File: src/rtl/hbridge_pwm_deadtime_driver_assert.svh
// ----------------------------------------------------------------------------
// H-bridge PWM driver assertion macros
// Concurrent check shorthands on clk, disabled while rst_n is low.
// ----------------------------------------------------------------------------
`ifndef HBRIDGE_PWM_DEADTIME_DRIVER_ASSERT_SVH
`define HBRIDGE_PWM_DEADTIME_DRIVER_ASSERT_SVH

// Same-cycle implication
`define HPD_ASSERT_IMP(lbl, ante, cons, msg) \
    lbl: assert property (@(posedge clk) disable iff (!rst_n) (ante) |-> (cons)) \
        else $error(msg);

// Next-cycle implication
`define HPD_ASSERT_NXT(lbl, ante, cons, msg) \
    lbl: assert property (@(posedge clk) disable iff (!rst_n) (ante) |=> (cons)) \
        else $error(msg);

`endif

File: src/rtl/hpd_pkg.sv
// ----------------------------------------------------------------------------
// hpd_pkg
// Types and constants for the H-bridge PWM driver with dead time.
// ----------------------------------------------------------------------------
package hpd_pkg;

    localparam int DUTY_MAX_DEF = 255;

    localparam int DRIVE_W = 10;              // signed drive width
    localparam int DIFF_W  = DRIVE_W + 1;     // |new - old|
    localparam int DRAIN_W = 16;
    localparam int SETTLE_W = 24;
    localparam int WAIT_W  = DIFF_W + DRAIN_W;

    localparam int PADDR_W = 3;
    localparam int PDATA_W = 32;

    localparam logic [DRAIN_W-1:0]  DRAIN_RST  = 16'd1000;
    localparam logic [SETTLE_W-1:0] SETTLE_RST = 24'd100000;

    // register word index
    typedef enum logic
    {
        REG_DRAIN  = 1'b0,
        REG_SETTLE = 1'b1
    } reg_idx_t;

    typedef enum logic
    {
        OP_DRIVE = 1'b0,
        OP_TICK  = 1'b1
    } opcode_t;

    typedef enum logic [1:0]
    {
        PH_RUN    = 2'd0,
        PH_DRAIN  = 2'd1,
        PH_SETTLE = 2'd2
    } phase_t;

    // gate bit positions
    localparam logic [3:0] G_HL = 4'b0001;
    localparam logic [3:0] G_HR = 4'b0010;
    localparam logic [3:0] G_LL = 4'b0100;
    localparam logic [3:0] G_LR = 4'b1000;
    localparam logic [3:0] G_LOWS = G_LL | G_LR;

endpackage

File: src/rtl/hbridge_pwm_deadtime_driver.sv
// ----------------------------------------------------------------------------
// hbridge_pwm_deadtime_driver
// H-bridge gate driver: clamped signed drive, PWM on the low side and a
// drain/settle dead-time sequence on every change of direction.
// ----------------------------------------------------------------------------
//  channel | signals                                   | direction
//  --------+-------------------------------------------+----------
//  in      | in_valid, in_stall, opcode, drive         | in
//  out     | out_valid, out_stall, high_left_on,       | out
//          | high_right_on, low_left_on, low_right_on, |
//          | busy_res, clamp_error                     |
//  cfg     | psel, penable, pwrite, paddr, pwdata,     | APB
//          | prdata, pready                            |
//
//  Stages: input register, then state update and result register. One
//  transaction per cycle unless out_stall holds a full result register; the state update feeds back combinationally.
//  Reset clears the state, all gates off, registers to their defaults.
//  out_stall holds the result register and, once the input register is
//  full, stalls the input.
// ----------------------------------------------------------------------------
module hbridge_pwm_deadtime_driver
#(
    parameter int DUTY_MAX = hpd_pkg::DUTY_MAX_DEF
)
(
    input  logic                               clk,
    input  logic                               rst_n,

    input  logic                               in_valid,
    output logic                               in_stall,
    input  logic                               opcode,
    input  logic signed [hpd_pkg::DRIVE_W-1:0] drive,

    output logic                               out_valid,
    input  logic                               out_stall,
    output logic                               high_left_on,
    output logic                               high_right_on,
    output logic                               low_left_on,
    output logic                               low_right_on,
    output logic                               busy_res,
    output logic                               clamp_error,

    input  logic                               psel,
    input  logic                               penable,
    input  logic                               pwrite,
    input  logic [hpd_pkg::PADDR_W-1:0]        paddr,
    input  logic [hpd_pkg::PDATA_W-1:0]        pwdata,
    output logic [hpd_pkg::PDATA_W-1:0]        prdata,
    output logic                               pready
);

    localparam int DW  = hpd_pkg::DRIVE_W;
    localparam int PW  = $clog2(DUTY_MAX);
    localparam int CW  = (PW > DW) ? PW : DW;
    localparam int WW  = hpd_pkg::WAIT_W;

    // ---------------- configuration ----------------
    logic [hpd_pkg::DRAIN_W-1:0]  drain_reg;
    logic [hpd_pkg::SETTLE_W-1:0] settle_reg;
    logic                         cfg_wr;
    hpd_pkg::reg_idx_t            cfg_idx;

    assign pready = 1'b1;
    assign cfg_wr = psel && penable && pwrite && pready;
    assign cfg_idx = hpd_pkg::reg_idx_t'(paddr[2]);

    always_ff @(posedge clk or negedge rst_n)
    begin
        if (!rst_n)
        begin
            drain_reg  <= hpd_pkg::DRAIN_RST;
            settle_reg <= hpd_pkg::SETTLE_RST;
        end
        else if (cfg_wr)
        begin
            case (cfg_idx)
                hpd_pkg::REG_DRAIN:  drain_reg  <= pwdata[hpd_pkg::DRAIN_W-1:0];
                hpd_pkg::REG_SETTLE: settle_reg <= pwdata[hpd_pkg::SETTLE_W-1:0];
                default: ;
            endcase
        end
    end

    always_comb
    begin
        case (cfg_idx)
            hpd_pkg::REG_DRAIN:
                prdata = {{(hpd_pkg::PDATA_W-hpd_pkg::DRAIN_W){1'b0}}, drain_reg};
            hpd_pkg::REG_SETTLE:
                prdata = {{(hpd_pkg::PDATA_W-hpd_pkg::SETTLE_W){1'b0}}, settle_reg};
            default:
                prdata = '0;
        endcase
    end

    // ---------------- handshake ----------------
    logic                 s1_valid_reg;
    hpd_pkg::opcode_t     s1_op_reg;
    logic signed [DW-1:0] s1_drive_reg;
    logic                 out_valid_reg;
    logic                 advance;
    logic                 s1_load;
    logic                 step;

    assign advance  = !out_valid_reg || !out_stall;
    assign in_stall = s1_valid_reg && !advance;
    assign s1_load  = in_valid && !in_stall;
    assign step     = s1_valid_reg && advance;

    always_ff @(posedge clk or negedge rst_n)
    begin
        if (!rst_n)
        begin
            s1_valid_reg  <= 1'b0;
            out_valid_reg <= 1'b0;
        end
        else
        begin
            if (!s1_valid_reg || advance)
            begin
                s1_valid_reg <= in_valid;
            end
            if (advance)
            begin
                out_valid_reg <= s1_valid_reg;
            end
        end
    end

    always_ff @(posedge clk)
    begin
        if (s1_load)
        begin
            s1_op_reg    <= hpd_pkg::opcode_t'(opcode);
            s1_drive_reg <= drive;
        end
    end

    // ---------------- state ----------------
    logic signed [DW-1:0] last_reg, last_next;
    logic signed [DW-1:0] pend_reg, pend_next;
    hpd_pkg::phase_t      phase_reg, phase_next;
    logic [WW-1:0]        wait_reg, wait_next;
    logic [PW-1:0]        pwm_reg, pwm_next;
    logic [3:0]           gate_reg, gate_next;
    logic                 err_reg, err_next;

    logic signed [DW-1:0] v_clamp;
    logic                 v_clipped;
    logic signed [DW:0]   v_diff;
    logic [DW:0]          diff_mag;
    logic [WW-1:0]        drain_prod;
    logic [PW:0]          pwm_inc;
    logic                 go_settle;
    logic                 go_apply;
    logic [DW-1:0]        duty;
    logic                 pwm_on;

    always_comb
    begin
        v_clipped = 1'b0;
        v_clamp   = s1_drive_reg;
        if (int'(s1_drive_reg) > DUTY_MAX)
        begin
            v_clamp   = DW'(DUTY_MAX);
            v_clipped = 1'b1;
        end
        else if (int'(s1_drive_reg) < -DUTY_MAX)
        begin
            v_clamp   = DW'(-DUTY_MAX);
            v_clipped = 1'b1;
        end
        v_diff     = (DW+1)'(v_clamp) - (DW+1)'(last_reg);
        diff_mag   = v_diff[DW] ? (DW+1)'(-v_diff) : (DW+1)'(v_diff);
        drain_prod = WW'(diff_mag) * WW'(drain_reg);
        pwm_inc    = (PW+1)'(pwm_reg) + (PW+1)'(1);
    end

    always_comb
    begin
        last_next  = last_reg;
        pend_next  = pend_reg;
        phase_next = phase_reg;
        wait_next  = wait_reg;
        pwm_next   = pwm_reg;
        gate_next  = gate_reg;
        err_next   = err_reg;
        go_settle  = 1'b0;
        go_apply   = 1'b0;

        case (s1_op_reg)
            hpd_pkg::OP_DRIVE:
            begin
                if (phase_reg == hpd_pkg::PH_RUN)
                begin
                    err_next = err_reg | v_clipped;
                    if ((!last_reg[DW-1] && v_clamp[DW-1]) ||
                        ((last_reg[DW-1] || last_reg == '0) &&
                         !v_clamp[DW-1] && v_clamp != '0))
                    begin
                        // reversal: conducting high side off, drain first
                        pend_next  = v_clamp;
                        gate_next  = gate_reg & ~(v_clamp[DW-1] ? hpd_pkg::G_HL
                                                                : hpd_pkg::G_HR);
                        phase_next = hpd_pkg::PH_DRAIN;
                        wait_next  = drain_prod;
                        go_settle  = (drain_prod == '0);
                    end
                    else
                    begin
                        pend_next = pend_reg;
                        go_apply  = 1'b1;
                    end
                end
            end
            hpd_pkg::OP_TICK:
            begin
                pwm_next = (pwm_inc >= (PW+1)'(DUTY_MAX)) ? '0 : pwm_inc[PW-1:0];
                if (phase_reg != hpd_pkg::PH_RUN)
                begin
                    if (wait_reg != '0)
                    begin
                        wait_next = wait_reg - WW'(1);
                    end
                    if (wait_next == '0)
                    begin
                        if (phase_reg == hpd_pkg::PH_DRAIN)
                        begin
                            go_settle = 1'b1;
                        end
                        else
                        begin
                            go_apply = 1'b1;
                        end
                    end
                end
            end
            default: ;
        endcase

        if (go_settle)
        begin
            gate_next  = gate_next & ~hpd_pkg::G_LOWS;
            phase_next = hpd_pkg::PH_SETTLE;
            wait_next  = WW'(settle_reg);
            if (settle_reg == '0)
            begin
                go_apply = 1'b1;
            end
        end

        if (go_apply)
        begin
            // a plain drive applies the new value, the sequence its pending one
            last_next = (s1_op_reg == hpd_pkg::OP_DRIVE && !go_settle) ? v_clamp
                                                                       : pend_next;
            if (last_next[DW-1])
            begin
                gate_next = hpd_pkg::G_HR | hpd_pkg::G_LL;
            end
            else if (last_next != '0)
            begin
                gate_next = hpd_pkg::G_HL | hpd_pkg::G_LR;
            end
            else
            begin
                gate_next = '0;
            end
            phase_next = hpd_pkg::PH_RUN;
            wait_next  = '0;
        end

        duty   = last_next[DW-1] ? DW'(-last_next) : DW'(last_next);
        pwm_on = CW'(pwm_next) < CW'(duty);
    end

    always_ff @(posedge clk or negedge rst_n)
    begin
        if (!rst_n)
        begin
            last_reg  <= '0;
            pend_reg  <= '0;
            phase_reg <= hpd_pkg::PH_RUN;
            wait_reg  <= '0;
            pwm_reg   <= '0;
            gate_reg  <= '0;
            err_reg   <= 1'b0;
        end
        else if (step)
        begin
            last_reg  <= last_next;
            pend_reg  <= pend_next;
            phase_reg <= phase_next;
            wait_reg  <= wait_next;
            pwm_reg   <= pwm_next;
            gate_reg  <= gate_next;
            err_reg   <= err_next;
        end
    end

    // ---------------- result register ----------------
    logic res_hl_reg, res_hr_reg, res_ll_reg, res_lr_reg, res_busy_reg, res_err_reg;

    always_ff @(posedge clk)
    begin
        if (step)
        begin
            res_hl_reg   <= |(gate_next & hpd_pkg::G_HL);
            res_hr_reg   <= |(gate_next & hpd_pkg::G_HR);
            res_ll_reg   <= |(gate_next & hpd_pkg::G_LL) && pwm_on;
            res_lr_reg   <= |(gate_next & hpd_pkg::G_LR) && pwm_on;
            res_busy_reg <= (phase_next != hpd_pkg::PH_RUN);
            res_err_reg  <= err_next;
        end
    end

    assign out_valid     = out_valid_reg;
    assign high_left_on  = res_hl_reg;
    assign high_right_on = res_hr_reg;
    assign low_left_on   = res_ll_reg;
    assign low_right_on  = res_lr_reg;
    assign busy_res      = res_busy_reg;
    assign clamp_error   = res_err_reg;

    // ---------------- checks ----------------
`include "hbridge_pwm_deadtime_driver_assert.svh"

    `HPD_ASSERT_IMP(a_no_shoot_through, out_valid_reg, !(res_hl_reg && res_ll_reg) && !(res_hr_reg && res_lr_reg), "high and low side on in one leg")
    `HPD_ASSERT_IMP(a_busy_high_off, out_valid_reg && res_busy_reg, !res_hl_reg && !res_hr_reg, "high side on during dead time")
    `HPD_ASSERT_IMP(a_stall_needs_item, !s1_valid_reg, !in_stall, "input stalled with empty input register")
    `HPD_ASSERT_NXT(a_step_gives_result, step, out_valid_reg, "processed transaction gave no result")

endmodule

File: config.mk
export PLATFORM = sky130hd
export DESIGN_NAME = hbridge_pwm_deadtime_driver
export DESIGN_NICKNAME = d
export VERILOG_FILES = /design/src/rtl/hpd_pkg.sv /design/src/rtl/hbridge_pwm_deadtime_driver.sv
export VERILOG_INCLUDE_DIRS = /design/src /design/src/rtl
export SDC_FILE = /design/constraint.sdc
export NUM_CORES = 1
export LEC_CHECK = 0
export ABC_AREA = 1
export BUFFER_PORTS_ARGS = -buffer_cell sky130_fd_sc_hd__buf_2
export CAP_MARGIN = 20
export CORE_MARGIN = 2
export CORE_UTILIZATION = 45
export DETAILED_ROUTE_END_ITERATION = 12
export SLEW_MARGIN = 20
export SYNTH_ARGS = -nofsm -noshare
export SYNTH_HDL_FRONTEND = slang
export SYNTH_SLANG_ARGS = --single-unit
File: constraint.sdc
create_clock -name clk -period 22.3 [get_ports clk]
set_input_delay 1.115 -clock clk [delete_from_list [all_inputs] [get_ports clk]]
set_output_delay 1.115 -clock clk [all_outputs]
set_load 0.005 [all_outputs]
; ---- Yosys cells after proc, flatten, opt, wreduce, memory -nomap -nowiden
; Index checks and enable logic that the tools add are counted.
[classes]
addsub = 5
n_mul = 1
n_lt_le_gt_ge = 4
n_eq_ne = 4
mux = 52
bitwise = 5
n_reduce_logical = 36
[ops]
columns = operator, count
row1 = 2-to-1 mux 27 bit, 8
row2 = 2-to-1 mux 10 bit, 8
row3 = case mux 32 bit (2 select lines), 1
row4 = zero test 27 bit, 2
row5 = case mux 27 bit (2 select lines), 1
row6 = 2-to-1 mux 4 bit, 7
row7 = multiplier 11 x 16 -> 27 bit, 1
row8 = nonzero test 27 bit, 1
row9 = "subtractor 27 x 1 -> 27 bit, second input constant", 1
row10 = zero test 24 bit, 1
row11 = nonzero test 10 bit, 2
row12 = 2-to-1 mux 1 bit, 16
row13 = 2-to-1 mux 8 bit, 2
row14 = 2-to-1 mux 2 bit, 6
row15 = logical AND 1 bit, 11
row16 = 2-to-1 mux 11 bit, 1
row17 = negator 11 bit, 1
row18 = subtractor 10 x 10 -> 11 bit, 1
row19 = "> comparator 10 x 9 -> 1 bit, second input constant", 1
row20 = zero test 10 bit, 1
row21 = "< comparator 10 x 9 -> 1 bit, second input constant", 1
row22 = < comparator 8 x 10 -> 1 bit, 1
row23 = negator 10 bit, 1
row24 = "adder 8 x 1 -> 9 bit, second input constant", 1
row25 = 15 further kinds, 30
[word_totals]
reg_bits = 121
input_bits = 53
output_inout_bits = 41

; ---- Logic depth before layout (Yosys ltp)
[logic_depth]
word_depth = 19
ltp_mapped = 65

; ---- Worst setup path after synthesis
; No wires, ideal clock.
[synth_timing]
path_kind = flip-flop to flip-flop
from = register s1_drive_reg[5]
to = register res_ll_reg, in the netlist low_left_on (data pin)
setup_ps = 138
arrival_time_ps = 10068
t_required_ps = 22162
slack_ps = 12094
path_stages_with_launch = 63
n_path_buf = 1
synth_period_minus_slack_ps = 10206
cell_sequence = edfxtp_1 nor4_1 a31o_2 ha_1 inv_1 nand2_1 nor2_1 ha_1 fa_1 o31ai_1 a21oi_1 o21bai_1 a21oi_1 o21bai_1 nand2_1 nand4_1 o21ai_1 inv_1 [... 27 more ...] nand2_4 nand2_4 nand3_1 and2_4 inv_1 ha_1 nand2_1 o21ai_0 xor2_1 inv_1 ha_1 nand2_1 nor2_1 a211oi_1 nand2_1 a21oi_1 nor2_2 nor2_1
[synth_via]
elab_chain_len = 19
elab_cells_between_ends = 40
classes_between = add/sub: 3 / mul: 1 / order compare: 3 / mux: 23 / reduce/logical: 10
[synth_rtl]
columns = element, line
row1 = from (decl), hbridge_pwm_deadtime_driver.sv:99  ; logic signed [DW-1:0] s1_drive_reg;
row2 = from (signal assigned), hbridge_pwm_deadtime_driver.sv:135  ; s1_drive_reg <= drive;
row3 = < comparator 10 x 9 -> 1 bit, hbridge_pwm_deadtime_driver.sv:168  ; else if (int'(s1_drive_reg) < -DUTY_MAX)
row4 = 2-to-1 mux 10 bit, hbridge_pwm_deadtime_driver.sv:168
row5 = 2-to-1 mux 10 bit *, hbridge_pwm_deadtime_driver.sv:163  ; if (int'(s1_drive_reg) > DUTY_MAX)
row6 = subtractor 10 x 10 -> 11 bit, hbridge_pwm_deadtime_driver.sv:173  ; v_diff = (DW+1)'(v_clamp) - (DW+1)'(last_reg);
row7 = negator 11 bit, hbridge_pwm_deadtime_driver.sv:174  ; diff_mag = v_diff[DW] ? (DW+1)'(-v_diff) : (DW+1)'(v_diff);
row8 = 2-to-1 mux 11 bit, hbridge_pwm_deadtime_driver.sv:174
row9 = multiplier 11 x 16 -> 27 bit, hbridge_pwm_deadtime_driver.sv:175  ; drain_prod = WW'(diff_mag) * WW'(drain_reg);
row10 = zero test 27 bit, hbridge_pwm_deadtime_driver.sv:207  ; go_settle = (drain_prod == '0);
row11 = [... 3 more ...], -
row12 = zero test 1 bit, hbridge_pwm_deadtime_driver.sv:255  ; last_next = (s1_op_reg == hpd_pkg::OP_DRIVE && !go_settle) ? v_clamp
row13 = logical AND 1 bit, hbridge_pwm_deadtime_driver.sv:255
row14 = 2-to-1 mux 10 bit, hbridge_pwm_deadtime_driver.sv:255
row15 = 2-to-1 mux 10 bit, hbridge_pwm_deadtime_driver.sv:252  ; if (go_apply)
row16 = negator 10 bit, hbridge_pwm_deadtime_driver.sv:273  ; duty = last_next[DW-1] ? DW'(-last_next) : DW'(last_next);
row17 = 2-to-1 mux 10 bit, hbridge_pwm_deadtime_driver.sv:273
row18 = < comparator 8 x 10 -> 1 bit, hbridge_pwm_deadtime_driver.sv:274  ; pwm_on = CW'(pwm_next) < CW'(duty);
row19 = logical AND 1 bit *, hbridge_pwm_deadtime_driver.sv:310  ; res_ll_reg <= |(gate_next & hpd_pkg::G_LL) && pwm_on;
row20 = to (signal assigned), hbridge_pwm_deadtime_driver.sv:310
row21 = to (decl), hbridge_pwm_deadtime_driver.sv:302  ; logic res_hl_reg, res_hr_reg, res_ll_reg, res_lr_reg, res_busy_reg, res_err_reg;
; Mark *: on every way between the ends. The rest lies on a longest branch, timed or not.
; A chain may end at the register's enable or synchronous reset.

; ---- Worst setup path after layout
; Same ends and word-level chain as after synthesis.

==> impl.org <==
** Min path
- The worst hold path passes through 2 cells.
- Worst hold path startpoint :: s1_valid_reg
- The worst hold path terminates at out_valid.
- The tightest min-delay check is of the reg -> reg type.

** Global routing
- The first global-routing pass estimated between 60000 and 70000 um of wire.
- Across every metal layer, demand over resource in global routing totals 26.0%.
- Pin count of the biggest net entering global routing :: 69
- Antenna violations before repair :: 0
- The via count of the first global-routing pass was 13000.
- Overflow left after global routing :: 0

** Place
- The count of buffers added on input and output ports is 74.
- Routability-driven placement finished with a final weighted congestion of between 0.9 and 1.
- Timing analysis after detailed placement gives a worst setup slack of 9.43 ns.
- The wire-length estimate of the detail-placed layout is between 30000 and 40000 um.

** Timing
- Post-Route Hold Slack :: 0.466 ns
- Across all setup checks in the final design, the least slack found is 9.29 ns.
- Measured against its own limit, the worst slew margin works out to roughly a third.
- Final Max Tran Viols :: 0
- Accumulated negative setup slack :: 0 ns
- On the final layout, the worst clock skew is approximately 0.014 ns.
- Share of the cycle needed by the critical path after routing :: between 50% and 60%
- Max Fclk :: 76.9 MHz
- Transition at the pin with the smallest max-transition slack :: between 0.9 and 1 ns
- Period minus WS final :: 13.01 ns
- Final hold viol count :: 0
- Setup repair after global routing left no endpoint under its margin.
- Setup-failing EPs final :: 0

** Final layout
- Combined flip-flop and latch cell area :: approximately 0.0031 sq mm
- Growth of design area from synthesis to finish :: 9.20%
- Antenna diodes :: 0
- Filler instances :: 3226
- Cells with a size suffix above 1 make up under 10% of the layout.
- Area of the multi-input gates :: between 0.009 and 0.01 sq mm
- The net count of the finished layout is approximately 2400.
- The register with the most flip-flops in the layout has 27 of them.

** Clocking
- Total CTS buffers :: 17
- Buffer count from post-CTS setup fixing :: 0
- Clock tree synthesis selected as its root buffer the cell clkbuf_16.
- Clock tree from TritonCTS :: yes
- After clock tree synthesis, the clock-pin slew on the worst setup and hold paths is around 0.060 ns.
- Deepest level of the CTS H-tree :: 4
- # clock sinks :: about 120
- Number of buffers inserted by hold repair at cts :: 0
- In this run the deepest clock path goes through 2 buffers.
- Clock Latency Late Sink :: around 0.45 ns
- CTS-repair resized insts :: 0

** Synthesis
- Sequential cell area fraction in the yosys report :: a little over a fifth
- Most common cell in the netlist :: nand2_1
- After synthesis the netlist holds a flip-flop and latch count of 121.
- Most common flop cell mapped by yosys :: dfrtp_1
- The cell count after synthesis came out at slightly above 2000.
- Async S/R FF share, synth :: between 80% and 90%
- By count the netlist is led by 535 x nand2_1, 346 x inv_1, 252 x nor2_1.
- Synth Cell Area :: around 0.014 sq mm
- Total number of yosys warnings :: 0
- fa_1 takes more of the synthesized area than any other cell.
- In this run the mean area of a mapped cell was 7.01 sq um.
- Ranking of synthesized cells by area :: fa_1 18%, dfrtp_1 16%, nand2_1 14%
- Post-synth EDFFs :: 17
- The share of synthesized area in the top cell type comes to 17.6%.
- Unique masters post-synth :: 53

** Worst setup path
- STA classifies the critical path endpoint as a flip-flop.
- The worst setup path is of the reg -> reg kind.
- Worst reg2reg path depth :: 53
- On the worst path, the slowest cell contributes a delay of about 0.64 ns.
- Critical Path Start :: s1_drive_reg[5]
- Of all nets on the critical path, the largest fanout is 41.
- Reg2Reg Capture Point :: low_left_on
- Worst Path Arrival :: between 10 and 15 ns
- Critical path launch point type :: flip-flop
- The setup check on the worst reg-to-reg path leaves a slack of around 9.3 ns.
- By instance count, the cell type seen most on the critical path is nand2_1.
- Data required time at the worst endpoint :: around 23 ns
- Critical R2R Launch :: s1_drive_reg[5]
- On the critical path, the stage with the largest delay is an instance of xor2_1.

** Floorplanning
- Die W :: roughly 180 um
- From bottom edge to top edge, the die measures around 180 um.
- The floorplan step defined a die boundary enclosing between 0.03 and 0.04 sq mm.
- Number of core rows :: 65
- 94 I/O pins were placed.
- The core region is roughly 0.031 sq mm.
- Effective utilization at floorplan :: ~46%

** Routing
- Overall via count from detail_route :: 13100
- The count of nets left with antenna violations once routing finished came out at 0.
- In the routed design, unresolved DRC markers number 0.
- Detailed-route wire length :: between 40000 and 50000 um
- For this run, the detailed router's first-pass iteration total came to 7.
- WL per Instance :: 16.2 um
- The first routing iteration left between 800 and 900 violations.
- In the routed layout, each cell is associated on average with a via count of about 5.2.

** Run status
- Status :: completed

** Run
- Number of violations of the max-capacitance limit :: 0
critical path, delay by kind of cell (launching register included):
| kind | cells | cell delay, ns |
|---|---|---|
| xor gates and xnor gates | 3 | 1.11 |
| buffers and inverters | 6 | 1.22 |
| DFF | 1 | 0.38 |
| and+or+nand+nor | 22 | 3.43 |
| adders and majority gates | 9 | 3.81 |
| AOI/OAI and AO/OA | 13 | 2.90 |
area by class of cell:
| class | count | share of cell area, % |
|---|---|---|
| multi-input cells | 1508 | 61.2 |
| flip-flops and latches | 121 | 19.9 |
| clock buffers | 18 | 2.74 |
| clock inverters | 14 | 1.20 |
| repair buffers | 83 | 2.93 |
| inverters | 366 | 8.76 |
| well taps | 402 | 3.21 |
kinds of logic (layout without fill, tap and decap cells):
kind of cell	after synthesis	after routing	synth area share [%]
buf+inv	428	481	11.7
compound gates	241	241	9.24
mux	8	8	0.627
flops	121	121	21.8
simple gates	1003	1003	29.3
fa+ha+maj	214	214	25.2
other cells	2	9	0.0523
xor+xnor	33	33	2.01
worst max-delay path by stage:
| stage | slack, ns | endpoint | cells after the start |
|---|---|---|---|
| final | 9.29 | low_left_on | 53 |
| after detailed placement | 9.43 | low_right_on | 56 |
| after global routing | 8.15 | low_right_on | 60 |
| after CTS | 9.39 | low_right_on | 56 |
| after global placement | 9.58 | low_right_on | 56 |
| after floorplan | 12.09 | low_left_on | 62 |
cell usage in the layout (no fill, tap or decap), types with 12 or more instances in the layout:
master / n
nand2_1: 535
inv_1: 346
nor2_1: 250
o21ai_0: 163
nand3_1: 133
fa_1: 126
dfrtp_1: 92
ha_1: 88
buf_2: 73
a21oi_1: 32
xor2_1: 29
nand4_1: 18
edfxtp_1: 17
clkbuf_16: 17
clkinv_1: 16
nor3_1: 13
dfstp_2: 12
metrics by stage:
stage	instances	utilization, %	area (sq um)
final	2512	49.9	15700
after floorplan	2057	-	14400
after global routing	2512	49.9	15700
after detailed placement	2480	47.9	15100
after global placement	2479	47.8	15000
after CTS	2512	49.9	15700
routing by layer:
layer,up-vias,wire length [um],GRT usage [%]
met5,-,0,0
met4,0,1530,10.6
met3,68,2210,5.05
met2,347,18900,43.0
met1,6197,18100,33.5
li1,6445,-,-
Power is not shown: default switching activity piles up to over one toggle a cycle in this logic, so the estimate is an artifact.
